`src/rtl/inverse_euler_transform_unit_defines.svh`:
```
// ----------------------------------------------------------------------------
// Assertion macros for the inverse Euler transform unit
// Shared helpers for concurrent checks, clocked on clk, disabled in reset.
// ----------------------------------------------------------------------------
`ifndef INVERSE_EULER_TRANSFORM_UNIT_DEFINES_SVH
`define INVERSE_EULER_TRANSFORM_UNIT_DEFINES_SVH

// same-cycle implication
`define IET_ASSERT_NOW(label, ante, cons, msg) \
    label: assert property (@(posedge clk) disable iff (!rst_n) (ante) |-> (cons)) \
        else $error(msg);

// next-cycle implication
`define IET_ASSERT_NEXT(label, ante, cons, msg) \
    label: assert property (@(posedge clk) disable iff (!rst_n) (ante) |=> (cons)) \
        else $error(msg);

`endif

```
`src/rtl/iet_pkg.sv`:
```
// ----------------------------------------------------------------------------
// iet_pkg
// Widths and controller/datapath command and status bundles.
// ----------------------------------------------------------------------------
package iet_pkg;

    localparam int WORD_W = 64;
    localparam int HALF_W = 32;

    typedef logic [WORD_W-1:0] word_t;

    typedef struct packed {
        logic in_ready;
        logic store_term;
        logic init_t;
        logic sub_d;
        logic conv_issue;
        logic div_start;
        logic scale;
        logic upd_rd;
        logic upd_wr;
        logic out_load;
        logic clr_step;
    } cmd_t;

    typedef struct packed {
        logic over;
        logic idx_zero;
        logic start;
        logic conv_none;
        logic conv_last;
        logic pipe_busy;
        logic div_done;
        logic upd_last;
        logic clr_last;
        logic out_free;
    } sts_t;

endpackage

```
`src/rtl/iet_ctrl.sv`:
```
// ----------------------------------------------------------------------------
// iet_ctrl
// Sequencer: clear sweep, convolution, divide, divisor-sum update, output.
// ----------------------------------------------------------------------------
`include "inverse_euler_transform_unit_defines.svh"

module iet_ctrl (
    input  logic            clk,
    input  logic            rst_n,
    input  logic            in_valid,
    input  iet_pkg::sts_t   sts,
    output iet_pkg::cmd_t   cmd
);
    typedef enum logic [10:0] {
        S_CLEAR  = 11'b000_0000_0001,
        S_IDLE   = 11'b000_0000_0010,
        S_DECIDE = 11'b000_0000_0100,
        S_SUBD   = 11'b000_0000_1000,
        S_CONV   = 11'b000_0001_0000,
        S_DRAIN  = 11'b000_0010_0000,
        S_DIV    = 11'b000_0100_0000,
        S_SCALE  = 11'b000_1000_0000,
        S_UPD_RD = 11'b001_0000_0000,
        S_UPD_WR = 11'b010_0000_0000,
        S_DONE   = 11'b100_0000_0000
    } state_t;

    state_t state_reg, state_next;

    always_comb
    begin
        state_next = state_reg;
        cmd        = '0;
        case (state_reg)
            S_CLEAR:
            begin
                cmd.clr_step = 1'b1;
                if (sts.clr_last)
                    state_next = S_IDLE;
            end
            S_IDLE:
            begin
                cmd.in_ready = 1'b1;
                if (in_valid)
                    state_next = S_DECIDE;
            end
            S_DECIDE:
            begin
                cmd.store_term = !sts.over;
                if (sts.over || sts.idx_zero)
                    state_next = S_DONE;
                else
                begin
                    cmd.init_t = 1'b1;
                    state_next = S_SUBD;
                end
            end
            S_SUBD:
            begin
                cmd.sub_d  = 1'b1;
                state_next = sts.conv_none ? S_DRAIN : S_CONV;
            end
            S_CONV:
            begin
                cmd.conv_issue = 1'b1;
                if (sts.conv_last)
                    state_next = S_DRAIN;
            end
            S_DRAIN:
            begin
                if (!sts.pipe_busy)
                begin
                    cmd.div_start = 1'b1;
                    state_next    = S_DIV;
                end
            end
            S_DIV:
            begin
                if (sts.div_done)
                    state_next = S_SCALE;
            end
            S_SCALE:
            begin
                cmd.scale  = 1'b1;
                state_next = S_UPD_RD;
            end
            S_UPD_RD:
            begin
                cmd.upd_rd = 1'b1;
                state_next = S_UPD_WR;
            end
            S_UPD_WR:
            begin
                cmd.upd_wr = 1'b1;
                state_next = sts.upd_last ? S_DONE : S_UPD_RD;
            end
            S_DONE:
            begin
                if (sts.out_free)
                begin
                    cmd.out_load = 1'b1;
                    state_next   = sts.start ? S_CLEAR : S_IDLE;
                end
            end
            default:
            begin
                state_next = S_CLEAR;
            end
        endcase
    end

    always_ff @(posedge clk or negedge rst_n)
    begin
        if (!rst_n)
            state_reg <= S_CLEAR;
        else
            state_reg <= state_next;
    end

    `IET_ASSERT_NOW(a_load_free, cmd.out_load, sts.out_free, "output overwritten")
    `IET_ASSERT_NOW(a_idle_quiet, cmd.in_ready, !sts.pipe_busy, "accept while MAC busy")
    `IET_ASSERT_NEXT(a_div_multi, cmd.div_start, !sts.div_done, "divider done too early")
endmodule

```
`config.mk`:
```
export PLATFORM = sky130hd
export DESIGN_NAME = iet_ctrl
export DESIGN_NICKNAME = d
export VERILOG_FILES = /design/src/rtl/iet_pkg.sv /design/src/rtl/iet_ctrl.sv
export VERILOG_INCLUDE_DIRS = /design/src /design/src/rtl
export SDC_FILE = /design/constraint.sdc
export NUM_CORES = 1
export LEC_CHECK = 0
export BUFFER_PORTS_ARGS = -buffer_cell sky130_fd_sc_hd__buf_2
export CORE_UTILIZATION = 30
export CTS_CLUSTER_DIAMETER = 120
export DETAILED_ROUTE_END_ITERATION = 12
export HOLD_SLACK_MARGIN = 0.1
export PLACE_DENSITY = 0.62
export SLEW_MARGIN = 20
export SYNTH_ARGS = -nofsm -noshare
export SYNTH_HDL_FRONTEND = slang
export SYNTH_SLANG_ARGS = --single-unit
```
`constraint.sdc`:
```
create_clock -name clk -period 3.7 [get_ports clk]
set_input_delay 0.555 -clock clk [delete_from_list [all_inputs] [get_ports clk]]
set_output_delay 0.555 -clock clk [all_outputs]
set_load 0.01 [all_outputs]
```
# After elaboration in Yosys (flattened, before gate mapping)
# Cells that the tools add are included.
# word_totals
register_bits	11
out_inout_bits	11
in_bits	13
wordCells	45
# classes
muxes	24
reduce_logical	3
eq_ne	17
# ops
cell	count
$pmux 11 s11	1
$mux 11	8
$mux 1	12
$ne 2x2->1 const B	6
$eq 11x1->1 const B	1
$eq 11x10->1 const B	1
$eq 11x11->1 const B	1
$eq 11x2->1 const B	1
$eq 11x3->1 const B	1
$eq 11x4->1 const B	1
$eq 11x5->1 const B	1
$eq 11x6->1 const B	1
$eq 11x7->1 const B	1
$eq 11x8->1 const B	1
$eq 11x9->1 const B	1
$mux 6	1
$reduce_and 6->1	1
$mux 2	2
$logic_not 1->1	1
$logic_or 1x1->1	1

# Depth between registers and ports, before layout
# Gate-level depths: netlist (run 1).
# depth
ltp_word	3
mapped_depth	6
ltp_nobuf	5

# Worst setup path before layout (run 1)
# No wires, ideal clock.
# synth_timing
kind	register to output
startpoint	register state_reg[5]
endpoint	output cmd[8] (netlist name)
path_stages_with_launch	5
slack_ns	1.583
t_required_ns	3.145
path_buffers	0
t_arrival_ns	1.562
cell_sequence	dfrtp_1 -> or4_4 -> nor3_1 -> nand3_1 -> nor3_1
# synth_rtl
element	line	rtl
start: declaration	iet_ctrl.sv:28	state_t state_reg, state_next;
start signal: assignment	iet_ctrl.sv:117	state_reg <= state_next;
end: declaration	iet_ctrl.sv:12	output iet_pkg::cmd_t cmd

==> summary.md, run 1 <==
The cell type with the largest total area after synthesis was sky130_fd_sc_hd__dfrtp_1. The maximum number of pins on one net before global-route repair came out at 12. The proportion of netlist area held by the largest area contributor is 32.4%, and the clock buffer count from CTS is 3. Cells with a size suffix above 1 make up 28.2% of the layout. The run gives 11 as the number of sinks handled by clock tree synthesis.

STA puts the critical path data required time at 3140 ps. The tools report the standby leakage power as 0.000476 uW. The worst setup path is captured at an output port. Residual DRC count: 0. The area overhead of the layout relative to synthesis is 22.5%, and the sequential area share after synthesis is 35.8%.

The maximum fanout encountered on the critical timing path came out at 7. The first global-routing pass estimated 3050 microns of wire. After the first detailed-routing iteration, the DRC count stood at 22. The die height works out to 52.7 microns. The number of nets produced by synthesis is 104. The routed length per placed instance came out at 12.4 microns. In the detailed route, the total length drawn on met2 is 800 microns. The via count of the first global-routing pass is 685, and the die outline width is 52.7 microns. Setup violations remaining at the end of the flow were counted as 0. The signal on the critical path passes through or4_4 -> nor3_1 -> nand3_1 -> nor3_1 -> buf_2. Count of max-cap constraint violations: 0. The slew at the pin closest to its max-slew limit was 445 ps. In the final routing, the length of wire on met1 measures 845 microns. The share of the clock period used by the worst path was 69.5%; the number of nets still failing antenna checks after routing was 0. The detailed router used layers up to and including met4. After synthesis, the share of cell area in mux cells is 0%. In this design, the stage delay of the slowest critical-path cell is 570 ps. Each instance of the synthesized netlist takes up on average 8.48 sq um.

The core box area was 2450 sq um; the post-synth design cell area was 772 sq um. Dominant cell type by count on the critical path: sky130_fd_sc_hd__nor3_1. The basic-gate share of the synthesized area counting and, or, nand and nor cells came out at 39.9%.

For this configuration, the core starts out at a cell density of 31.4%. The die covers 2780 sq um. In this run, synthesis produced a sequential element count of 11. Input and output buffers added on the ports amount to 23. For the routability congestion estimate, the log shows 0.805. Adding up every negative setup slack in the final design gives 0 ps.

The clock period could shrink to 2570 ps. The type of the most critical hold path is input port to async pin. The number of antenna violations at the first check in global routing was 0. TritonCTS built the clock tree. The tools report the count of H-tree levels built during CTS as 1.

The worst hold margin was 146 ps; the maximum root-to-sink buffer count was 2. The area of all sequential standard cells came out at 277 sq um. Main combinational cell family by area after synthesis: simple AND/OR/NAND/NOR gates. The pre-antenna-repair detailed-routing pass consisted of 4 iterations. The area fraction in compound gates after synthesis was 15.2%. STA classifies the critical path startpoint as a register.

The fraction of synthesized cell area in xor and xnor cells works out to 4.54%. The number of different library cells in the post-synthesis netlist was 36; the clock edge transition at the registers on the reported setup and hold paths was 70 ps. The setup path with the least slack is of type register to output port.

The flow ran to the end, and the final reports show no timing, DRC or antenna violations. The run gives 460 sq um as the area of the multi-input gates. The worst-case vdd ir drop is 305 uV, and the flip-flop count of the largest register after layout is 11.

The slowest stage cell on the critical path was sky130_fd_sc_hd__or4_4. The number of slew-limit violations in the final report came out at 0. Setup repair after global routing left no endpoint under its margin. Number of standard cells in the layout, taps in and fillers out: 147. The power density over the cells was 520 nW/um^2; the global routing usage summed across all routing layers was 15.3%. The tools report the number of rows in the core area as 18.

The latest clock arrival within the worst-skew pair is 270 ps, and the met3 layer wire length in the routed design is 143 microns. OpenSTA, run right after detailed placement, puts the worst setup slack at 1430 ps. The logs give 91 for the number of instances in the synthesized netlist and 0 for the number of diodes added for antenna fixing. The number of nets in the final layout came out at 131. The logs give 0 for the Yosys warning count and 0 for the total setup buffers inserted after CTS. Static timing analysis puts the maximum clock frequency at 389 MHz. The final worst setup slack is 1130 ps, and the overall overflow remaining after global route is 0. The mean number of vias per cell works out to 5.30. For the relative max-transition margin, the log shows 70.1%. The root buffer cell chosen for the clock tree is sky130_fd_sc_hd__clkbuf_4. After detailed placement, the design holds a cell count of 143. By area the synthesized netlist is led by sky130_fd_sc_hd__dfrtp_1 32%, sky130_fd_sc_hd__nor3_1 6.5%, sky130_fd_sc_hd__nor3b_1 5.8%. For the final count of hold timing violations, the log shows 0. The synthesized netlist devotes 0% of its cell area to adder and majority cells. The logs give 779 for the detailed-route via count and 0 for the number of gates resized after CTS. Number of buffers inserted by hold repair at cts: 0. The filler cells instantiated in the layout total 257. For the worst setup path, the data arrival time is 2020 ps. For the final database, setup skew stands at 2.85 ps. The logs give 24 for the number of primary I/O pins and 1830 microns for the post-detailed-routing wire length. The post-detailed-placement half-perimeter wirelength is 1440 microns.
[metal layers]
| metal | track usage, % | vias up |
|---|---|---|
| met5 | 0 | - |
| met4 | 7.89 | 0 |
| met3 | 2.61 | 4 |
| met2 | 22.8 | 41 |
| met1 | 20.7 | 345 |
| li1 | - | 389 |
[final timing paths]
check,startpoint,to,slack [ps],cells past startpoint
min in group clk,sts[8],state_reg[3],460,2
min reg2reg,state_reg[0],state_reg[0],540,2
max reg2reg,state_reg[5],state_reg[1],1750,5
max in group asynchronous,rst_n,state_reg[0],3290,1
min,rst_n,state_reg[10],150,1
max,state_reg[5],cmd[8],1130,5
[power breakdown]
part | switching, uW | total (uW) | internal (uW)
registers | 26.5 | 167 | 141
logic | 132 | 242 | 110
clock network | 40.9 | 82.6 | 41.7
total | 199 | 491 | 292
[through the flow]
stage / cell area (sq um) / util, % / power [uW]
after CTS: 946 / 38.5 / 491
after global placement: 920 / 37.5 / 402
after global routing: 946 / 38.5 / 532
final: 946 / 38.5 / 491
after floorplan: 772 / - / 348
after detailed placement: 920 / 37.5 / 408
[layout by cell type (no fill, tap or decap), types with 2 or more instances in the layout]
master / synthesis / routed
sky130_fd_sc_hd__nor2b_1: 2 / 2
sky130_fd_sc_hd__nand2b_1: 3 / 3
sky130_fd_sc_hd__inv_1: 8 / 8
sky130_fd_sc_hd__xor2_1: 2 / 2
sky130_fd_sc_hd__xnor2_1: 2 / 2
sky130_fd_sc_hd__o21ai_0: 2 / 2
sky130_fd_sc_hd__nand2_1: 2 / 2
sky130_fd_sc_hd__nor4_1: 4 / 4
sky130_fd_sc_hd__buf_2: 1 / 23
sky130_fd_sc_hd__clkbuf_4: 0 / 3
sky130_fd_sc_hd__nor3b_1: 6 / 6
sky130_fd_sc_hd__nor3_1: 10 / 10
sky130_fd_sc_hd__nand3_1: 2 / 2
sky130_fd_sc_hd__nor2_1: 10 / 10
sky130_fd_sc_hd__nand3b_1: 3 / 3
sky130_fd_sc_hd__a21oi_1: 3 / 3
sky130_fd_sc_hd__dfrtp_1: 10 / 10
sky130_fd_sc_hd__o22ai_1: 2 / 2
[worst max-delay path: cells and delay by family (launching register included)]
| kind | cells | cell delay (ps) |
|---|---|---|
| AND/OR/NAND/NOR | 4 | 1130 |
| buffers and inverters | 1 | 150 |
| flip-flops | 1 | 460 |
[logic make-up after synthesis]
family,after synthesis
flops,11
simple gates,51
xor+xnor,4
buf+inv,9
compound gates,16
[cell usage after synthesis (all sizes together)]
cell     count
a211o        1
a21o         1
a21oi        3
a22oi        1
a32oi        1
and3         1
and4b        1
buf          1
dfrtp       10
dfstp        1
inv          8
nand2        2
nand2b       3
nand3        2
nand3b       3
nand4        1
nand4b       1
nor2        10
nor2b        2
nor3        10
nor3b        6
nor4         4
o2111ai      1
o21ai        3
o22a         1
o22ai        3
o31ai        1
or2          1
or3          1
or3b         1
or4          2
xnor2        2
xor2         2
[cell type report]
cell class / count / share of cell area (%)
clock buffers: 4 / 2.78
inverters: 8 / 3.17
multi-input cells: 71 / 48.7
flip-flops and latches: 11 / 29.2
well taps: 30 / 3.97
repair buffers: 23 / 12.2
Power figures use the tool's default switching activity.
==> run 2: changes to the inputs <==
Settings changed: ABC_AREA set to 1, PLACE_DENSITY 0.62 to 0.61.
Clock period 3.7 ns to 2.5 ns, I/O delays scaled along.
==> run 2 against run 1 <==
Compared with the run above: core utilization is 0.91 points higher; cell count is 22% higher; sequential power is 45% higher; synthesized area is 2.1% higher; power is 59% higher; synthesized cell count is 34% higher; combinational power is 72% higher; via count is 5.1% higher; clock skew hardly changed; clock power is 48% higher; non-clock buffer count is 1 higher; critical path type unchanged; critical endpoint unchanged; largest cell class unchanged; highest routed layer unchanged.
==> summary.md, run 2 <==
The logs give 0.813 (+1.1%) for the routability congestion estimate and 18 (-50%) for the number of different library cells in the post-synthesis netlist. The number of rows in the core area came out at 18 (unchanged). The number of buffers added on ports is 23 (unchanged), and the arrival time of the worst setup path is 1520 ps (-500 ps). The initial core utilization is 31.8% (+0.37 points). The area enclosed by the die boundary is 2840 sq um (+2.0%). The tools report the worst-case vdd ir drop as 410 uV (+34%). For the core occupancy in the finished layout, the log shows 39.4% (+0.91 points). The total setup buffers inserted after CTS came out at 0 (unchanged). The die height was 53.3 microns (+1.0%); the accumulated negative setup slack was 0 ps (unchanged). The clock edge transition at the registers on the reported setup and hold paths is 70 ps (about the same), and the die outline width is 53.3 microns (+1.0%). For the required arrival time at the worst endpoint, the log shows 2120 ps (-1020 ps). For the sequential share of power, the log shows 31.0% (-3.0 points). The worst path uses 75.7% of the clock period. The number of instances in the synthesized netlist came out at 122 (+34%).

The slew at the pin closest to its max-slew limit is 334 ps (-111 ps). After synthesis, the most frequently instantiated cells are 32 x sky130_fd_sc_hd__nand2_1, 21 x sky130_fd_sc_hd__nor2_1, 20 x sky130_fd_sc_hd__inv_1, 10 x sky130_fd_sc_hd__dfrtp_1, 9 x sky130_fd_sc_hd__nand3_1. Commonest register cell after synthesis: sky130_fd_sc_hd__dfrtp_1. Cell type with the largest total area after synthesis: sky130_fd_sc_hd__dfrtp_1. Maximum fanout encountered on the critical timing path: 6 (-1).

The residual DRC count is 0 (unchanged). The mean number of vias per cell works out to 4.55 (-14%). The path class of the tightest hold or removal check is input port to register.

For the number of standard cells in the layout, taps in and fillers out, the log shows 180 (+22%). Cell with the most instances after synthesis: sky130_fd_sc_hd__nand2_1. The total of flip-flops plus latches after synthesis came out at 11 (unchanged).

The fmax is 529 MHz. The flip-flop count of the largest register after layout was 11 (unchanged); the overall overflow remaining after global route was 0 (unchanged). The final number of setup-violating endpoints is 0 (unchanged), and the proportion of netlist area held by the largest area contributor is 31.7% (-0.67 points). The number of flops mapped to enable cells by yosys was 0 (unchanged).

The via count of the first global-routing pass is 762 (+11%), and the number of slew-limit violations in the final report is 0 (unchanged). The library cells used most frequently in the layout, excluding fill and tap cells, are 32 x sky130_fd_sc_hd__nand2_1, 23 x sky130_fd_sc_hd__buf_2, 21 x sky130_fd_sc_hd__nor2_1, 20 x sky130_fd_sc_hd__inv_1, 10 x sky130_fd_sc_hd__dfrtp_1. The core box area is 2480 sq um (+0.92%), and the design internal power is 421 uW (+44%).

Proportion of register bits with asynchronous set or reset after synthesis: 100% (unchanged). From synthesis to final layout, the design area changed by 24.0%. The share of cells above drive strength 1 is 28.0% (-0.21 points), and the routed length per placed instance is 9.92 microns (-20%). Sequential area share after synthesis: 35.1% (-0.74 points). The run gives 53.3% (+4.2 points) as the logic gate share of total power. The post-synth design cell area was 788 sq um (+2.1%). The post-detailed-placement half-perimeter wirelength was 1470 microns (+2.2%); the number of nets in the final layout was 164 (+25%). For the number of search-and-repair iterations in the first detailed-routing pass, the log shows 4 (unchanged). Post-detailed-routing wire length: 1790 microns (-2.1%). Relative max-transition margin: 77.7% (+7.6 points). The number of sinks handled by clock tree synthesis was 11 (unchanged); the maximum root-to-sink buffer count was 2 (unchanged).

The run gives 0 (unchanged) as the number of diodes added for antenna fixing. The run gives 359 uW (+80%) as the net switching power. For the final count of hold timing violations, the log shows 0 (unchanged). The detailed-route via count was 819 (+5.1%); the number of primary I/O pins was 24 (unchanged).

The global routing usage summed across all routing layers is 15.3% (-0.022 points). The critical path in this run is classified as register to output port. The worst hold margin was 284 ps (+138 ps). Setup repair after global routing left no endpoint under its margin.

The flow ran to the end, and the final reports show no timing, DRC or antenna violations. The number of nets produced by synthesis is 135 (+30%). Clock buffer count from CTS: 3 (unchanged). The logs give 15.7% (-1.1 points) for the clock share of power and 0 (unchanged) for the count of max-cap constraint violations. By area the synthesized netlist is led by sky130_fd_sc_hd__dfrtp_1 32%, sky130_fd_sc_hd__nand2_1 15%, sky130_fd_sc_hd__nor2_1 10%.

In this run the clock root is driven by a sky130_fd_sc_hd__clkbuf_4. The register-to-register setup slack was 1010 ps (-740 ps). The worst setup path is captured at an output port. The switching share of power came out at 46.0% (+5.4 points).

The logs give 0 (unchanged) for the number of antenna violations at the first check in global routing and 3020 microns (-0.89%) for the wire length of the first global-routing pass. The number of nets still failing antenna checks after routing is 0 (unchanged). The total placed cells including tap cells is 175 (+22%), and the violation count after the first detailed-route iteration is 13 (-41%). The Yosys warning count was 0 (unchanged). The most common cell after layout, fill and taps aside is sky130_fd_sc_hd__nand2_1. The clock period could shrink to 1890 ps.

The critical path startpoint category was a register. The worst clock skew on the final layout was 2.50 ps (-0.352 ps); the synthesized area per cell was 6.46 sq um (-24%). The standby leakage power came out at 0.000627 uW (+32%). The power density over the cells works out to 798 nW/um^2 (+54%).

For the count of H-tree levels built during CTS, the log shows 1 (unchanged). Latest clock arrival within the worst-skew pair: 270 ps (about the same). TritonCTS built the clock tree.

The tools report the maximum number of pins on one net before global-route repair as 12 (unchanged).
-- run 2: changes by cell type after synthesis, sizes merged, moves of 3 or more --
cell / before / now
inv: 8 / 22
nor4: 4 / 0
nand2: 2 / 39
nand3: 2 / 10
nand2b: 3 / 0
o22ai: 3 / 0
nor3b: 6 / 1
nor2: 10 / 26
nor3: 10 / 6
-- run 2: power by group through the flow --
| stage | registers [uW] | clock network, uW | logic [uW] |
|---|---|---|---|
| after floorplan | 237 | 0 | 319 |
| after global placement | 242 | 0 | 406 |
| after detailed placement | 244 | 0 | 410 |
| after CTS | 240 | 124 | 415 |
| after global routing | 245 | 129 | 470 |
| final | 242 | 122 | 416 |
-- run 2: worst paths after layout --
kind,start,endpoint,cells after the start
min,sts[8],state_reg[3],2
min reg2reg,state_reg[0],state_reg[0],2
max reg2reg,state_reg[0],state_reg[0],9
max in group asynchronous,rst_n,state_reg[0],2
min in group asynchronous,rst_n,state_reg[7],2
max,state_reg[7],cmd[8],6
-- run 2: kinds of logic after synthesis --
group | share of synthesized area [%]
AO/OA/AOI/OAI | 3.49
buffers and inverters | 10.5
AND/OR/NAND/NOR | 51.0
flip-flops | 35.1
-- run 2: layout make-up --
cell class,instances,area [sq um]
clock buffers,4,26.3
fillers,284,1500
inverters,22,82.6
multi-input cells,89,429
flip-flops and latches,11,277
well taps,30,37.5
repair buffers,24,125
-- run 2: metrics by stage --
| step | power [uW] | instance area (sq um) | worst slack [ps] |
|---|---|---|---|
| 6_report | 780 | 977 | 609 |
| 5_1_grt | 844 | 977 | 469 |
| 4_1_cts | 779 | 977 | 590 |
| 3_5_place_dp | 654 | 941 | 904 |
| 3_3_place_gp | 647 | 941 | 947 |
| 2_1_floorplan | 556 | 788 | 998 |
-- run 2: repair_timing --
action                                  4_1_cts  5_1_grt
hold buffers                                  1        0
gates resized for setup                       0        0
endpoints found under the setup margin        0        0
hold endpoints to repair                     10        0
-- run 2: critical path, stage by stage (launching register included) --
cell                      delay, ps
sky130_fd_sc_hd__dfrtp_1        400
sky130_fd_sc_hd__nor2_1         160
sky130_fd_sc_hd__nand2_2        110
sky130_fd_sc_hd__nor2_4         180
sky130_fd_sc_hd__nand2_2        110
sky130_fd_sc_hd__nor3_1         130
sky130_fd_sc_hd__buf_2          150
-- run 2: routing by layer --
layer  GRT usage (%)  vias to the layer above  routed length, microns
li1                -                      430                       -
met1            17.8                      356                     808
met2            26.3                       28                     864
met3            2.59                        5                      75
met4            7.89                        0                      38
met5               0                        -                       0
==> run 3: changes to the inputs <==
Settings changed: PLACE_DENSITY 0.61 to 0.63.
Clock period 2.5 ns to 1.7 ns, I/O delays scaled along.
==> run 3 against run 2 <==
Compared with the run above: the run now ends with negative setup slack left; core utilization grew 6.5 points; highest routed layer unchanged; non-clock buffer count grew 12; global-route usage down 0.36 points.
==> summary.md, run 3 (synthesized netlist as in run 2, its figures left out) <==
The run gives 0 (unchanged) as the number of antenna violations at the first check in global routing. The final worst setup slack was -22.8 ps (-631 ps); the cell area after layout was 1140 sq um (+16%). Count of cells along the worst hold path: 2 (unchanged).

The tree is rooted in a sky130_fd_sc_hd__clkbuf_4. The die outline width is 53.3 microns (unchanged). Placement-stage cell area: 941 sq um (unchanged). The clock buffer count from CTS came out at 3 (unchanged).

The number of primary I/O pins was 24 (unchanged). The logs give 2840 sq um (unchanged) for the area enclosed by the die boundary and 0 (unchanged) for the final count of hold timing violations. The tools report the number of slew-limit violations in the final report as 0 (unchanged). Worst clock skew on the final layout: 1.81 ps (-0.686 ps). TritonCTS built the clock tree. STA classifies the critical path endpoint as an output port. The flip-flop count of the largest register after layout was 11 (unchanged); the count of max-cap constraint violations was 0 (unchanged). The switching share of power works out to 44.9% (-1.1 points).

The worst setup path is of the register to output port kind. The number of search-and-repair iterations in the first detailed-routing pass came out at 4 (unchanged). Setup repair after global routing could not meet its margin everywhere. Compared with the post-synthesis result, the final layout area differs by 44.3%. The run gives 2480 sq um (unchanged) as the core box area. The number of nets still failing antenna checks after routing came out at 0 (unchanged). The share of cells above drive strength 1 is 43.8% (+16 points), and the maximum number of pins on one net before global-route repair is 12 (unchanged). The share of the clock period used by the worst path came out at 101%. The run gives 13.8% (-1.9 points) as the clock share of power.

The logs give 1990 microns (+11%) for the post-detailed-routing wire length and 771 (+1.2%) for the via count of the first global-routing pass. The initial core utilization came out at 31.8% (unchanged). The number of sinks handled by clock tree synthesis was 11 (unchanged); the net switching power was 594 uW (+66%). Relative max-transition margin: 76.8% (-0.92 points).

The arrival time of the worst setup path is 1470 ps (-50 ps), and the standby leakage power is 0.000700 uW (+12%). The flow ran to the end, but the final reports show violations. Mean number of vias per cell: 4.52 (-0.76%). The logs give 176 (+7.3%) for the number of nets in the final layout and 14.9% (-0.36 points) for the global routing usage summed across all routing layers. The library cell used most frequently in the layout, excluding fill and tap cells, is sky130_fd_sc_hd__nand2_1.

The sequential share of power was 26.9% (-4.1 points); the latest clock arrival within the worst-skew pair was 260 ps (about the same). The worst-case reg-to-reg path depth is 12 (+3), and the count of H-tree levels built during CTS is 1 (unchanged). The die height works out to 53.3 microns (unchanged). Number of diodes added for antenna fixing: 0 (unchanged). The detailed-route via count is 867 (+5.9%), and the violation count after the first detailed-route iteration is 11 (-2). The placement-stage worst setup slack is 191 ps (-713 ps). The time the final worst path needs with I/O delays and setup was 1720 ps; the fmax was 580 MHz. Required arrival time at the worst endpoint: 1440 ps (-680 ps). Accumulated negative setup slack: -44.0 ps (-44.0 ps).

The critical path goes through nor2_2 -> nand2_2 -> nor2_4 -> buf_6 -> nand2_4 -> inv_2 -> buf_2. The logs give 3 (+3) for the final number of setup-violating endpoints and 59.3% (+6.0 points) for the logic gate share of total power. The overall overflow remaining after global route was 0 (unchanged).

The number of rows in the core area was 18 (unchanged); the design internal power was 730 uW (+73%). The core occupancy in the finished layout was 45.9% (+6.5 points). Number of filler instances in the final layout: 263 (-7.4%). The post-detailed-placement half-perimeter wirelength is 1490 microns (+1.7%), and the worst-case vdd ir drop is 781 uV (+90%).

The clock edge transition at the registers on the reported setup and hold paths is 80 ps (about the same), and the routed length per placed instance is 10.3 microns (+4.3%). The maximum root-to-sink buffer count is 2 (unchanged), and the delay contributed by the slowest stage of the critical path is 410 ps (about the same). The residual DRC count was 0 (unchanged); the number of buffers added on ports was 23 (unchanged). In the layout the commonest cells are 25 x sky130_fd_sc_hd__nand2_1, 22 x sky130_fd_sc_hd__buf_2, 18 x sky130_fd_sc_hd__nor2_1, 16 x sky130_fd_sc_hd__inv_1, 12 x sky130_fd_sc_hd__nand2_2. The slew at the pin closest to its max-slew limit works out to 346 ps (+11.8 ps). The final reports fail on negative setup slack.

Maximum fanout encountered on the critical timing path: 5 (-1). The slowest stage cell on the critical path was sky130_fd_sc_hd__dfrtp_1. For the routability congestion estimate, the log shows 0.857 (+5.3%).

The power density over the cells works out to 1160 nW/um^2 (+46%). Critical path startpoint category: a register. In this run the worst hold path is classified as input port to register.

The wire length of the first global-routing pass is 3030 microns (+0.23%).
==> run 3: cell count changes in the layout (fill, tap and decap cells not counted), moves of 3 or more <==
cell | previous run | this run
sky130_fd_sc_hd__buf_4 | 0 | 10
sky130_fd_sc_hd__nand2_1 | 32 | 25
sky130_fd_sc_hd__nand2_2 | 7 | 12
sky130_fd_sc_hd__inv_1 | 20 | 16
sky130_fd_sc_hd__inv_2 | 2 | 6
sky130_fd_sc_hd__buf_6 | 0 | 3
sky130_fd_sc_hd__nor2_1 | 21 | 18
sky130_fd_sc_hd__nor2_2 | 1 | 4
==> run 3: layout make-up <==
cell class                      instances  area (sq um)  share of cell area, %
Clock buffer                            4          26.3                   2.31
Inverter                               22          82.6                   7.26
Timing Repair Buffer                   36           229                   20.1
Sequential cell                        11           277                   24.3
Tap cell                               30          37.5                   3.30
Multi-Input combinational cell         89           485                   42.7
==> run 3: worst paths after layout <==
check / slack (ps) / endpoint / startpoint
min in group asynchronous: 390 / state_reg[4] / rst_n
min reg2reg: 560 / state_reg[0] / state_reg[0]
max: -20 / cmd[0] / state_reg[10]
max reg2reg: 90 / state_reg[6] / state_reg[10]
max in group asynchronous: 1040 / state_reg[0] / rst_n
min: 180 / state_reg[3] / sts[8]
==> run 3: per-stage QoR <==
step	cells	power [uW]	hold WS, ps
after floorplan	122	818	-40.6
after CTS	185	1280	180
final	192	1320	183
after global routing	192	1440	189
after global placement	175	945	143
after detailed placement	175	959	143
==> run 3: power by group through the flow <==
stage | combinational (uW) | sequential (uW) | clock, uW
floorplan | 469 | 349 | 0
global placement | 590 | 355 | 0
detailed placement | 602 | 357 | 0
CTS | 740 | 354 | 185
global route | 878 | 359 | 203
finish | 785 | 356 | 183
==> run 3: timing repair <==
action                                 in CTS  in global routing
hold buffers                                1                  0
setup endpoints to repair                   6                 13
endpoints found under the hold margin      10                  0
cloned                                      0                  0
setup buffers                               5                  7
gates resized for setup                     8                 15
pin swaps                                   6                  8
==> run 3: worst max-delay path, delay by kind of cell (launching register included) <==
kind / cells / cell delay, ps
flip-flops: 1 / 410
buffers and inverters: 3 / 300
AND/OR/NAND/NOR: 4 / 480
==> run 3: layer usage <==
metal | routed length, microns | vias to the layer above | part of all wire, % | GRT usage, %
met5 | 0 | - | 0 | 0
met1 | 823 | 398 | 41 | 16.8
met4 | 12 | 0 | 0.60 | 3.95
li1 | - | 454 | - | -
met3 | 76 | 2 | 3.8 | 2.87
met2 | 1070 | 13 | 54 | 27.9
